### config.mk
export PLATFORM = sky130hd
export DESIGN_NAME = averaged_p_regulator
export DESIGN_NICKNAME = d
export VERILOG_FILES = /design/src/rtl/apr_pkg.sv /design/src/rtl/averaged_p_regulator.sv
export SDC_FILE = /design/constraint.sdc
export NUM_CORES = 1
export LEC_CHECK = 0
export BUFFER_PORTS_ARGS = -buffer_cell sky130_fd_sc_hd__buf_4
export CAP_MARGIN = 20
export CORE_ASPECT_RATIO = 1.5
export CORE_MARGIN = 8
export CORE_UTILIZATION = 50
export CTS_CLUSTER_SIZE = 16
export DETAILED_ROUTE_END_ITERATION = 10
export MAX_ROUTING_LAYER = met4
export PLACE_DENSITY = 0.66
export SLEW_MARGIN = 20
export SYNTH_ARGS = -nofsm -noshare
export SYNTH_HDL_FRONTEND = slang
export SYNTH_SLANG_ARGS = --single-unit
### constraint.sdc
create_clock -name clk -period 9.5 [get_ports clk]
set_input_delay 0.95 -clock clk [delete_from_list [all_inputs] [get_ports clk]]
set_output_delay 0.95 -clock clk [all_outputs]
set_load 0.005 [all_outputs]
### src/rtl/apr_pkg.sv
// Shared constants, register indexes and sequencer states of the averaged P regulator.
package apr_pkg;

  localparam int SAMPLE_BITS = 12;
  localparam int OUTPUT_MAX  = 4000;
  localparam int TALLY_BITS  = 16;
  localparam int SUM_BITS    = SAMPLE_BITS + TALLY_BITS;

  localparam int TARGET_BITS = 12;
  localparam int GAIN_BITS   = 16;
  localparam int COUNT_BITS  = 16;
  localparam int CFG_BITS    = 16;
  localparam int INDEX_BITS  = 2;

  localparam int IN_FIELD_BITS = 12;
  localparam int DRIVE_BITS    = 12;
  localparam int MEAN_BITS     = 12;
  localparam int ERR_BITS      = 21;
  localparam int IN_DATA_BITS  = 16;
  localparam int OUT_DATA_BITS = 48;

  localparam int DIFF_BITS = ((SAMPLE_BITS > TARGET_BITS) ? SAMPLE_BITS : TARGET_BITS) + 1;
  localparam int PROD_BITS = GAIN_BITS + 1 + DIFF_BITS;
  localparam int FRAC_BITS = 8;
  localparam int DIV_CNT_BITS = $clog2(SAMPLE_BITS);

  localparam logic [COUNT_BITS-1:0] COUNT_RESET = COUNT_BITS'(1000);

  typedef logic [INDEX_BITS-1:0] reg_index_t;
  localparam reg_index_t REG_TARGET = 2'd0;
  localparam reg_index_t REG_GAIN   = 2'd1;
  localparam reg_index_t REG_COUNT  = 2'd2;

  typedef enum logic [2:0] {
    ST_IDLE,
    ST_DIV,
    ST_MUL,
    ST_ERR,
    ST_DRIVE
  } state_t;

endpackage

### src/rtl/averaged_p_regulator.sv
// Averaged proportional regulator: boxcar mean of converter samples and a Q8.8 P-term.
//
// Usage
//   s_tvalid/s_tready/s_tdata carry converter samples, adc_sample in s_tdata[11:0].
//   Each sample is added into a running sum; once the tally reaches average_count
//   (0 counts as 1) the batch closes and one result transaction is produced on
//   m_tvalid/m_tready/m_tdata/m_tuser: drive_code, mean_sample and error_term in
//   m_tdata, the clamp flag in m_tuser. Other samples produce nothing.
//   cfg_we/cfg_index/cfg_wdata write target_code (0), gain_q8_8 (1) and
//   average_count (2); a write leaves the running sum alone.
// Sequence
//   A sample that does not close a batch leaves s_tready high.
//   The closing sample runs the mean through a restoring divider, one quotient
//   bit per cycle for SAMPLE_BITS (12) quotient bits, then the multiply, the
//   scaling and the clamp steps in turn: s_tready stays low until the clamp step
//   has loaded the result into the output register.
// Reset and stalls
//   rst (synchronous) clears the sum, the tally and the output valid flag and sets
//   target 0, gain 0, count 1000. A stalled receiver holds the result in the
//   output register; sampling carries on, and only a second finished batch waits
//   in the clamp step until the register is free.
module averaged_p_regulator (
  input  logic                                clk,
  input  logic                                rst,
  // configuration write port
  input  logic                                cfg_we,
  input  logic [apr_pkg::INDEX_BITS-1:0]      cfg_index,
  input  logic [apr_pkg::CFG_BITS-1:0]        cfg_wdata,
  // sample stream
  input  logic                                s_tvalid,
  output logic                                s_tready,
  input  logic [apr_pkg::IN_DATA_BITS-1:0]    s_tdata,   // [11:0] adc_sample
  // result stream
  output logic                                m_tvalid,
  input  logic                                m_tready,
  output logic [apr_pkg::OUT_DATA_BITS-1:0]   m_tdata,   // [11:0] drive_code,
                                                         // [23:12] mean_sample,
                                                         // [44:24] error_term
  output logic                                m_tuser    // [0] saturated
);

  // Configuration registers
  logic [apr_pkg::TARGET_BITS-1:0] target_code;
  logic [apr_pkg::GAIN_BITS-1:0]   gain_q8_8;
  logic [apr_pkg::COUNT_BITS-1:0]  average_count;

  // Accumulator state
  logic [apr_pkg::SUM_BITS-1:0]    sample_sum;
  logic [apr_pkg::TALLY_BITS-1:0]  sample_tally;

  // Sequencer and datapath registers
  apr_pkg::state_t                     state, state_next;
  logic [apr_pkg::TALLY_BITS-1:0]      div_rem;
  logic [apr_pkg::SAMPLE_BITS-1:0]     div_quo;
  logic [apr_pkg::DIV_CNT_BITS-1:0]    div_cnt;
  logic                                div_zero;
  logic signed [apr_pkg::PROD_BITS-1:0] prod;
  logic signed [apr_pkg::ERR_BITS-1:0]  err;

  // Output register
  logic [apr_pkg::DRIVE_BITS-1:0]  out_drive;
  logic [apr_pkg::MEAN_BITS-1:0]   out_mean;
  logic [apr_pkg::ERR_BITS-1:0]    out_err;
  logic                            out_sat;

  // Control from the sequencer
  logic in_take;      // sample transaction this cycle
  logic div_step;     // one restoring divide step
  logic mul_load;
  logic err_load;
  logic out_load;

  // Sample accumulation
  logic [apr_pkg::SAMPLE_BITS-1:0] sample;
  logic [apr_pkg::SUM_BITS-1:0]    sum_new;
  logic [apr_pkg::TALLY_BITS-1:0]  tally_new;
  logic [apr_pkg::COUNT_BITS-1:0]  need;
  logic                            batch_end;

  assign sample    = s_tdata[apr_pkg::SAMPLE_BITS-1:0];
  assign sum_new   = sample_sum + apr_pkg::SUM_BITS'(sample);
  assign tally_new = sample_tally + apr_pkg::TALLY_BITS'(1);
  assign need      = (average_count == '0) ? apr_pkg::COUNT_BITS'(1) : average_count;
  assign batch_end = (tally_new == '0) || (tally_new >= need);

  // Trial subtractor of the restoring divider; remainder stays below the tally
  logic [apr_pkg::TALLY_BITS+1:0]  div_trial;
  logic                            div_ok;
  logic [apr_pkg::SAMPLE_BITS-1:0] mean;

  assign div_trial = {1'b0, div_rem, div_quo[apr_pkg::SAMPLE_BITS-1]}
                   - {2'b00, sample_tally};
  assign div_ok    = !div_trial[apr_pkg::TALLY_BITS+1];
  assign mean      = div_zero ? '0 : div_quo;

  // Error: gain * (target - mean), scaled by 1/256 toward zero, then range-limited
  logic signed [apr_pkg::DIFF_BITS-1:0] diff;
  logic [apr_pkg::PROD_BITS-1:0]        mag;
  logic [apr_pkg::PROD_BITS-1:0]        mag_sh;
  logic signed [apr_pkg::ERR_BITS-1:0]  err_next;
  localparam logic [apr_pkg::PROD_BITS-1:0] ERR_POS_LIM =
    apr_pkg::PROD_BITS'((1 << (apr_pkg::ERR_BITS - 1)) - 1);
  localparam logic [apr_pkg::PROD_BITS-1:0] ERR_NEG_LIM =
    apr_pkg::PROD_BITS'(1 << (apr_pkg::ERR_BITS - 1));

  assign diff = $signed(apr_pkg::DIFF_BITS'(target_code)) - $signed(apr_pkg::DIFF_BITS'(mean));
  assign mag    = prod[apr_pkg::PROD_BITS-1] ? apr_pkg::PROD_BITS'(-prod)
                                             : apr_pkg::PROD_BITS'(prod);
  assign mag_sh = mag >> apr_pkg::FRAC_BITS;

  always_comb begin
    if (prod[apr_pkg::PROD_BITS-1]) begin
      if (mag_sh > ERR_NEG_LIM) begin
        err_next = $signed(apr_pkg::ERR_BITS'(ERR_NEG_LIM));
      end else begin
        err_next = $signed(apr_pkg::ERR_BITS'(-mag_sh));
      end
    end else begin
      if (mag_sh > ERR_POS_LIM) begin
        err_next = $signed(apr_pkg::ERR_BITS'(ERR_POS_LIM));
      end else begin
        err_next = $signed(apr_pkg::ERR_BITS'(mag_sh));
      end
    end
  end

  // Drive: target + error, clamped to 0..OUTPUT_MAX
  localparam int DRIVE_SUM_BITS = apr_pkg::ERR_BITS + 1;
  logic signed [DRIVE_SUM_BITS-1:0] drive_sum;
  logic [apr_pkg::DRIVE_BITS-1:0]   drive_next;
  logic                             sat_next;

  assign drive_sum = $signed(DRIVE_SUM_BITS'(target_code)) + DRIVE_SUM_BITS'(err);

  always_comb begin
    if (drive_sum > $signed(DRIVE_SUM_BITS'(apr_pkg::OUTPUT_MAX))) begin
      drive_next = apr_pkg::DRIVE_BITS'(apr_pkg::OUTPUT_MAX);
      sat_next   = 1'b1;
    end else if (drive_sum < 0) begin
      drive_next = '0;
      sat_next   = 1'b1;
    end else begin
      drive_next = drive_sum[apr_pkg::DRIVE_BITS-1:0];
      sat_next   = 1'b0;
    end
  end

  // Sequencer: next state and controls
  always_comb begin
    state_next = state;
    s_tready   = 1'b0;
    in_take    = 1'b0;
    div_step   = 1'b0;
    mul_load   = 1'b0;
    err_load   = 1'b0;
    out_load   = 1'b0;
    unique case (state)
      apr_pkg::ST_IDLE: begin
        s_tready = 1'b1;
        in_take  = s_tvalid;
        if (s_tvalid && batch_end) begin
          state_next = apr_pkg::ST_DIV;
        end
      end
      apr_pkg::ST_DIV: begin
        div_step = 1'b1;
        if (div_cnt == '0) begin
          state_next = apr_pkg::ST_MUL;
        end
      end
      apr_pkg::ST_MUL: begin
        mul_load   = 1'b1;
        state_next = apr_pkg::ST_ERR;
      end
      apr_pkg::ST_ERR: begin
        err_load   = 1'b1;
        state_next = apr_pkg::ST_DRIVE;
      end
      apr_pkg::ST_DRIVE: begin
        // hold here while an earlier result still waits
        if (!m_tvalid || m_tready) begin
          out_load   = 1'b1;
          state_next = apr_pkg::ST_IDLE;
        end
      end
      default: begin
        state_next = apr_pkg::ST_IDLE;
      end
    endcase
  end

  always_ff @(posedge clk) begin
    if (rst) begin
      state <= apr_pkg::ST_IDLE;
    end else begin
      state <= state_next;
    end
  end

  // Configuration
  always_ff @(posedge clk) begin
    if (rst) begin
      target_code   <= '0;
      gain_q8_8     <= '0;
      average_count <= apr_pkg::COUNT_RESET;
    end else if (cfg_we) begin
      unique case (cfg_index)
        apr_pkg::REG_TARGET: target_code   <= cfg_wdata[apr_pkg::TARGET_BITS-1:0];
        apr_pkg::REG_GAIN:   gain_q8_8     <= cfg_wdata[apr_pkg::GAIN_BITS-1:0];
        apr_pkg::REG_COUNT:  average_count <= cfg_wdata[apr_pkg::COUNT_BITS-1:0];
        default: ;
      endcase
    end
  end

  // Accumulator; cleared once the batch result is in the output register
  always_ff @(posedge clk) begin
    if (rst) begin
      sample_sum   <= '0;
      sample_tally <= '0;
    end else if (in_take) begin
      sample_sum   <= sum_new;
      sample_tally <= tally_new;
    end else if (out_load) begin
      sample_sum   <= '0;
      sample_tally <= '0;
    end
  end

  // Divider: upper sum bits seed the remainder, lower bits shift out as quotient comes in
  always_ff @(posedge clk) begin
    if (in_take) begin
      div_rem  <= sum_new[apr_pkg::SUM_BITS-1 -: apr_pkg::TALLY_BITS];
      div_quo  <= sum_new[apr_pkg::SAMPLE_BITS-1:0];
      div_cnt  <= apr_pkg::DIV_CNT_BITS'(apr_pkg::SAMPLE_BITS - 1);
      div_zero <= (tally_new == '0);
    end else if (div_step) begin
      div_rem  <= div_ok ? div_trial[apr_pkg::TALLY_BITS-1:0]
                         : {div_rem[apr_pkg::TALLY_BITS-2:0],
                            div_quo[apr_pkg::SAMPLE_BITS-1]};
      div_quo  <= {div_quo[apr_pkg::SAMPLE_BITS-2:0], div_ok};
      div_cnt  <= div_cnt - apr_pkg::DIV_CNT_BITS'(1);
    end
  end

  always_ff @(posedge clk) begin
    if (mul_load) begin
      prod <= $signed({1'b0, gain_q8_8}) * diff;
    end
    if (err_load) begin
      err <= err_next;
    end
  end

  // Output register
  always_ff @(posedge clk) begin
    if (rst) begin
      m_tvalid <= 1'b0;
    end else if (out_load) begin
      m_tvalid <= 1'b1;
    end else if (m_tready) begin
      m_tvalid <= 1'b0;
    end
  end

  always_ff @(posedge clk) begin
    if (out_load) begin
      out_drive <= drive_next;
      out_mean  <= apr_pkg::MEAN_BITS'(mean);
      out_err   <= err;
      out_sat   <= sat_next;
    end
  end

  assign m_tdata = {{(apr_pkg::OUT_DATA_BITS - apr_pkg::ERR_BITS - apr_pkg::MEAN_BITS
                      - apr_pkg::DRIVE_BITS){1'b0}},
                    out_err, out_mean, out_drive};
  assign m_tuser = out_sat;

  // Assertions
  a_drive_in_range: assert property (@(posedge clk) disable iff (rst)
    m_tvalid |-> (out_drive <= apr_pkg::DRIVE_BITS'(apr_pkg::OUTPUT_MAX)))
    else $error("drive_code above the output limit");

  a_sat_at_bound: assert property (@(posedge clk) disable iff (rst)
    (m_tvalid && out_sat) |->
      (out_drive == '0 || out_drive == apr_pkg::DRIVE_BITS'(apr_pkg::OUTPUT_MAX)))
    else $error("clamp flag set with drive_code off the bounds");

  a_div_rem_below_divisor: assert property (@(posedge clk) disable iff (rst)
    (state == apr_pkg::ST_DIV && !div_zero) |-> (div_rem < sample_tally))
    else $error("divider remainder not below the tally");

  a_busy_after_batch: assert property (@(posedge clk) disable iff (rst)
    (state == apr_pkg::ST_DIV && div_cnt == '0) |=> (state == apr_pkg::ST_MUL && !s_tready))
    else $error("sequencer left the divide without the multiply step");

endmodule
Word level (Yosys, flattened, before mapping)
Cells that the tools add are included.

word-level totals
  bits in registers = 222
  input port bits = 39
  logic and storage cells = 89

cells by class
  add/sub/neg operators = 8
  multipliers = 1
  magnitude comparators = 5
  eq/ne operators = 9
  multiplexer cells = 30
  reductions and logical operators = 18

operator list
  cell                   number
  $mux 16                6
  $mux 21                3
  $mux 28                2
  $mux 12                4
  $logic_not 16->1       2
  $mul 17x13->30         1
  $mux 30                1
  $neg 30->30            1
  $add 28x12->28         1
  $add 13x21->22         1
  $gt 22x13->1 const B   1
  $gt 22x20->1 const B   1
  $gt 22x21->1 const B   1
  $lt 22x1->1 const B    1
  $neg 21->21            1
  $sub 17x16->18         1
  $add 16x1->16 const B  1
  $ge 16x16->1           1
  $pmux 3 s5             1
  $sub 12x12->13         1
  $mux 1                 10
  $mux 3                 3
  $eq 3x2->1 const B     2
  $ne 2x2->1 const B     3
  other kinds (15)       21

Depth between registers and ports, before layout
Gate-level depths: netlist of run 1.

  word-level depth = 7
  mapped depth = 34

Least setup slack after synthesis of run 1
OpenSTA, ideal clock, no wires.

  path kind = reg-to-reg
  start = register div_zero
  end = register prod[28] in the netlist's numbering, data pin
  library setup time = 258 ps
  arrival time = 8,018 ps
  required time = 9,242 ps
  setup slack = 1,224 ps
  cell stages (with the launch flop) = 32
  clock period less this slack = 8,276 ps
  cells stage by stage = edfxtp_1 > clkbuf_1 > nand2b_1 > ha_1 > a21o_1 > a21oi_1 > o21ai_0 > a21o_1 > a21oi_1 > o2111ai_1 > o211ai_1 > clkbuf_1 > mux2_2 > fa_1 > fa_1 > inv_1 > fa_1 > fa_1 > fa_1 > inv_1 > fa_1 > inv_1 > ha_1 > and2_1 > and3_1 > o31a_1 > o311ai_0 > and2_1 > a21o_1 > o21ai_0 > a21oi_1 > xnor2_1

between the ends
  cells in the longest elaborated chain, start to end = 3

ends and longest elaborated chain
  what                    line                         source
  from (decl)             averaged_p_regulator.sv:56   logic div_zero;
  from (signal assigned)  averaged_p_regulator.sv:236  div_zero <= (tally_new == '0);
  $mux 12                 averaged_p_regulator.sv:94   assign mean = div_zero ? '0 : div_quo;
  $sub 12x12->13          averaged_p_regulator.sv:106  assign diff = $signed(apr_pkg::DIFF_BITS'(target_code)) - $signed(apr_pkg::DIFF_BITS'(mean));
  $mul 17x13->30          averaged_p_regulator.sv:248  prod <= $signed({1'b0, gain_q8_8}) * diff;
  to (signal assigned)    averaged_p_regulator.sv:248
  to (decl)               averaged_p_regulator.sv:57   logic signed [apr_pkg::PROD_BITS-1:0] prod;

No other way between the ends.
A chain may end at the register's enable or synchronous reset.

Worst setup path after layout of run 1
  start = register div_zero
  end = register prod[26] in the netlist's numbering, data pin

between the ends
  cells in the longest elaborated chain, start to end = 3

ends and longest elaborated chain
  what               line                         source
  $mux 12            averaged_p_regulator.sv:94
  net mean, one bit  averaged_p_regulator.sv:89   logic [apr_pkg::SAMPLE_BITS-1:0] mean;
  $sub 12x12->13     averaged_p_regulator.sv:106
  $mul 17x13->30     averaged_p_regulator.sv:248

The timed path passes the listed nets, and every way through them passes these cells.

==> results_dict.tcl, run 1 <==
set metrics [dict create \
    antenna_found_initial 1 \
    crit_slowest_cell "edfxtp_1" \
    netlist_area_sq_um 20100 \
    die_x_microns 180 \
    topRoutingLayerUsed "met4" \
    grtUsageTotal_pct 23.3 \
    gp_congestion 0.911 \
    die-area_sq_um 47000 \
    crit_arrival_ns 9.09 \
    ant_nets 0 \
    worstPathMaxFanout 12 \
    place_area_sq_um 21200 \
    insertion_delay_ns 0.54 \
    grt_pass1_vias 16500 \
    fin_crit_ns 8.81 \
    cts_buffers 24 \
    die_height_microns 262 \
    hold_viol 0 \
    stdcell_count 2785 \
    h-tree-depth 1 \
    cellLeakagePower_nw 9.51 \
    critical_path_class "reg2reg" \
    grt_pass1_wl_mm 85.3 \
    wl_per_cell_microns 19.1 \
    clkTransAtPathRegs_ns 0.07 \
    fin_skew_ns 0.0128 \
    area_delta_synth_final_pct 9.39 \
    relSlewSlack_pct 29.0 \
    nets 2634 \
    core_sq_um 40000 \
    finalSetupTns_ns 0 \
    yosysSeqAreaShare_pct 28.4 \
    synth.distinct_cells 78 \
    drv_cap 0 \
    vdd_ir_drop_max_uv 144 \
    synth_async_sr_flop_share_pct 0 \
    setup_viol 0 \
    ios 90 \
    startpoint_type "register" \
    drc_errors 0 \
    vias 16100 \
    yosys_warnings 0 \
    required_ns 9.78 \
    fin_area_sq_um 22000 \
    dp_hpwl_mm 41.3 \
    n_antenna_cell 0 \
    wl_met3_mm 1.95 \
    clockBufferDepth 3 \
    grt_max_degree 60 \
    ys_ff_latch 222 \
    dr.pass1.iters 5 \
    max_stage_delay_ns 0.56 \
    cp_common_cell "fa_1" \
    p_per_area_nw_per_um2 158 \
    status "finished clean" \
    regArea_sq_um 5710 \
    cts_hold_buf 0 \
    fp-row-count 90 \
    drive_gt1_share_pct 7.99 \
    synth-edff-count 126 \
    rsz0062_at_grt "false" \
    cts_tree "built" \
    fmax_mhz 114 \
    syn_avg_cell_area_sq_um 9.04 \
    grt-ovfl-total 0 \
    root_buffer "clkbuf_16" \
    port_buffers 82 \
    critPathCaptureType "register" \
    avgViaCountPerCell 5.79 \
    dp_cells 2741 \
    drt_iter0_markers 876 \
    drt-total-wl_mm 53.1 \
    crit_buf_inv 3 \
    initial_core_util_pct 50.3 \
    cp_top_family "adder cells" \
    route.met2.wl_mm 28.6 \
    cts_sinks 222 \
    synth_flop_cell "edfxtp_1" \
    wl_met1_mm 19.4 \
    final.fill_count 3606 \
    multi_input_area_sq_um 13100 \
    worst_pin_slew_ns 1.06 \
    hp-class "reg2reg" \
    power.total_mw 3.49 \
    fin_crit_sh_pct 92.7 \
    synth_cells 2225 \
    drv_slew 0 \
]
state kept, by name, summed over array words and instances, names as in the netlist, 16 cells and up:
register       count
gain_q8_8         16
prod              30
div_rem           16
err               21
sample_sum        28
average_count     16
sample_tally      16
out_err           21
cell usage in the layout (no fill, tap or decap), types with 32 or more instances in the layout:
cell type,netlist,routed
ha_1,176,176
buf_4,3,105
xor2_1,33,33
xnor2_1,60,60
edfxtp_1,126,126
nor3_1,50,49
nand3_1,43,43
nor2b_1,32,32
nor2_1,134,132
nand2_1,275,274
and2_1,59,59
fa_1,158,158
a21oi_1,128,128
inv_1,261,260
nand2b_1,51,51
dfxtp_1,96,96
o21ai_0,69,68
through the flow:
| stage | utilization [%] | hold slack [ns] | setup WS, ns |
|---|---|---|---|
| 5_1_grt | 55.1 | 0.476 | 0.106 |
| 4_1_cts | 55.0 | 0.459 | 0.421 |
| 3_3_place_gp | 53.0 | 0.444 | 0.547 |
| 3_5_place_dp | 53.0 | 0.451 | 0.511 |
| 2_1_floorplan | - | 0.431 | 1.22 |
| 6_report | 55.1 | 0.459 | 0.694 |
repair_timing:
action,CTS,global route
setup buffers,0,0
resized for setup,0,2
setup endpoints to repair,0,3
endpoints found under the hold margin,0,0
synthesized netlist by cell type, types with 5 or more instances:
master     instances  area share [%]
nand2_1          275             5.1
inv_1            261             4.9
ha_1             176              11
fa_1             158              16
nor2_1           134             2.5
a21oi_1          128             3.2
edfxtp_1         126              19
dfxtp_1           96             9.6
clkbuf_1          85             1.6
o21ai_0           69             1.7
xnor2_1           60             2.6
and2_1            59             1.8
nand2b_1          51             1.6
nor3_1            50             1.2
nand3_1           43             1.1
xor2_1            33             1.4
nor2b_1           32             1.0
or3_1             29            0.90
mux2i_1           26             1.3
o21a_1            24            0.90
a211o_1           22            0.96
a21o_1            22            0.82
nor4_1            20            0.62
a22oi_1           17            0.63
a211oi_1          15            0.56
o211ai_1          14            0.52
a31oi_1           13            0.40
and3_1            11            0.34
nor3b_1           11            0.41
o21bai_1          11            0.41
nand4_1           10            0.31
o22ai_1            9            0.28
or2_2              9            0.28
mux2_2             8            0.45
o31a_1             8            0.35
a2111oi_0          7            0.30
and4_1             6            0.26
nand3b_1           6            0.22
o21ai_1            6            0.15
o2111ai_1          5            0.22
layer usage:
| metal | track usage [%] | up-vias |
|---|---|---|
| met5 | - | - |
| met2 | 44.1 | 437 |
| met1 | 23.4 | 7870 |
| li1 | - | 7655 |
| met3 | 2.01 | 155 |
| met4 | 13.0 | 0 |
area by class of cell:
class	count	area share, %
Clock buffer	33	3.14
Multi-Input combinational cell	1646	59.4
Tap cell	506	2.88
Clock inverter	11	0.563
Sequential cell	222	25.9
Inverter	262	4.47
Timing Repair Buffer	105	3.58
cells by family after synthesis:
group	synth area share (%)
AND/OR/NAND/NOR	18.5
buffers and inverters	6.82
XOR/XNOR	4.05
adder cells (fa/ha/maj)	26.7
other	0.0186
multiplexers	1.85
flip-flops	28.4
AO/OA/AOI/OAI	13.8
path summary, 6_finish.rpt:
path                      endpoint        startpoint  cells past startpoint  slack, ns
setup / recovery          prod[26]          div_zero                     31       0.69
hold / removal    average_count[0]  average_count[0]                      2       0.46
setup reg to reg          prod[26]          div_zero                     31       0.69
hold reg to reg   average_count[0]  average_count[0]                      2       0.46
power by group:
group	leakage, nW	switching, mW	internal, mW
Sequential	1.94	0.0311	1.09
Clock	0.402	0.398	0.568
Combinational	7.18	0.813	0.586
Total	9.51	1.24	2.25
worst min-delay path, delay by kind of cell (launching register included):
family | cells | cell delay [ns]
flip-flops | 1 | 0.31
AO/OA/AOI/OAI | 1 | 0.05
AND/OR/NAND/NOR | 1 | 0.05
Note: power is estimated with default switching activity, not from simulation.
==> run 2: changes to the inputs <==
--- a/config.mk
+++ b/config.mk
@@ -13,7 +13,7 @@
 export CTS_CLUSTER_SIZE = 16
 export DETAILED_ROUTE_END_ITERATION = 10
 export MAX_ROUTING_LAYER = met4
-export PLACE_DENSITY = 0.66
+export PLACE_DENSITY = 0.77
 export SLEW_MARGIN = 20
 export SYNTH_ARGS = -nofsm -noshare
 export SYNTH_HDL_FRONTEND = slang
==> run 2 against run 1 <==
  * Sequential power about the same
  * Fmax down 0.43%
  * Critical endpoint unchanged
  * First-iteration DRC count up 42%
  * Via count up 1.7%
  * Clock skew up 0.0070 ns
  * Hold slack worse by 0.00082 ns
  * Flip-flop and latch count unchanged
  * Routed wire length down 3.1%
  * Highest routed layer unchanged
  * Largest cell class unchanged
  * Critical path depth unchanged
  * Clock-buffer cell count down 5
  * Die area unchanged
  * Critical path type unchanged
==> results_dict.tcl, run 2 (same netlist as run 1, synthesis figures left out) <==
set metrics [dict create \
    drv_slew 0 \
    hold_viol 0 \
    insertion_delay_ns 0.53 \
    dp_cells 2738 \
    required_ns 9.77 \
    worst_pin_slew_ns 1.03 \
    wl_met1_mm 18.9 \
    crit_slowest_cell "fa_1" \
    root_buffer "clkbuf_16" \
    grt-ovfl-total 0 \
    port_buffers 82 \
    startpoint_type "register" \
    avgViaCountPerCell 5.89 \
    die-area_sq_um 47000 \
    p_per_area_nw_per_um2 159 \
    crit_arrival_ns 9.11 \
    post_cts_buffers 0 \
    postCtsResizedCells 0 \
    critical_path_class "reg2reg" \
    drive_gt1_share_pct 7.78 \
    die_height_microns 262 \
    cellLeakagePower_nw 9.51 \
    h-tree-depth 1 \
    clkTransAtPathRegs_ns 0.07 \
    topRoutingLayerUsed "met4" \
    fmax_mhz 113 \
    grt_pass1_wl_mm 84.0 \
    relSlewSlack_pct 30.5 \
    layout_common_cells "nand2_1 (275), inv_1 (260), ha_1 (176)" \
    setup_viol 0 \
    finalSetupTns_ns 0 \
    drc_errors 0 \
    stdcell_count 2782 \
    wl_met3_mm 2.33 \
    fin_crit_ns 8.84 \
    gp_congestion 0.925 \
    ios 90 \
    area_delta_synth_final_pct 9.44 \
    nets 2631 \
    cp_common_cell "fa_1" \
    core_sq_um 40000 \
    layout_commonest_cell "nand2_1" \
    max_stage_delay_ns 0.56 \
    cts_tree "built" \
    clockBufferDepth 3 \
    reg.largest.list "prod x30, sample_sum x28" \
    ant_nets 0 \
    drt_iter0_markers 1245 \
    antenna_found_initial 1 \
    dr.pass1.iters 5 \
    hp-class "reg2reg" \
    rsz0062_at_grt "false" \
    status "finished clean" \
    route.met2.wl_mm 26.9 \
    grtUsageTotal_pct 22.4 \
    final.fill_count 3468 \
    cts_hold_buf 0 \
    die_x_microns 180 \
    initial_core_util_pct 50.3 \
    largest_register_ffs 30 \
    fp-row-count 90 \
    cts_buffers 23 \
    largest_register "prod" \
    critPathCaptureType "register" \
    drt-total-wl_mm 51.4 \
    power.total_mw 3.50 \
    fin_crit_sh_pct 93.1 \
    dp_hpwl_mm 39.6 \
    drv_cap 0 \
    vias 16400 \
    wl_per_cell_microns 18.5 \
    cts_sinks 222 \
    vdd_ir_drop_max_uv 114 \
    grt_pass1_vias 16900 \
    fin_skew_ns 0.0199 \
    worstPathMaxFanout 12 \
    grt_max_degree 93 \
]
run 2: changes by cell type in the layout (fill, tap and decap cells not counted), sizes merged:
cell	change
clkinv	+1
clkinvlp	-1
buf	-3
bufinv	+2
diode	+1
inv	+1
clkbuf	-4
run 2: through the flow:
| step | setup slack, ns | cell area (sq um) | utilization [%] | hold WS (ns) |
|---|---|---|---|---|
| final | 0.656 | 22000 | 55.1 | 0.458 |
| after global routing | 0.155 | 22000 | 55.1 | 0.474 |
| after CTS | 0.372 | 22000 | 55.0 | 0.459 |
| after detailed placement | 0.453 | 21200 | 52.9 | 0.449 |
| after global placement | 0.703 | 21200 | 52.9 | 0.443 |
| after floorplan | 1.22 | 20100 | - | 0.431 |
run 2: final timing paths:
path,from,endpoint,slack (ns),cells after the start
worst min-delay path,average_count[0],average_count[0],0.46,2
worst max-delay path,div_zero,prod[26],0.66,31
worst max register to register,div_zero,prod[26],0.66,31
worst min register to register,average_count[0],average_count[0],0.46,2
run 2: critical path: cells and delay by family (launching register included):
family	cells	cell delay (ns)
xor gates and xnor gates	1	0.09
and+or+nand+nor	5	1.04
DFF	1	0.52
buffers and inverters	3	0.16
adders and majority gates	9	3.98
AOI/OAI and AO/OA	13	2.78
run 2: cell type report:
class / instances / area, sq um / share of cell area [%]
antenna: 1 / 2.50 / 0.0114
tap: 506 / 633 / 2.88
inverter: 262 / 983 / 4.47
multi-input combinational: 1646 / 13100 / 59.4
clock inverter: 14 / 190 / 0.864
clock buffer: 28 / 637 / 2.89
sequential: 222 / 5710 / 25.9
timing repair buffer: 103 / 791 / 3.59
run 2: metal layers:
metal  up-vias  global-route usage (%)
li1       7664                       -
met1      8010                    23.2
met2       533                    41.0
met3       187                    2.28
met4         0                    13.6
met5         -                       -
run 2: where the power goes:
group	internal, mW	switching [mW]	leakage (nW)	total, mW
sequential	1.09	0.0342	1.94	1.13
combinational	0.588	0.809	7.16	1.40
clock	0.592	0.387	0.410	0.979
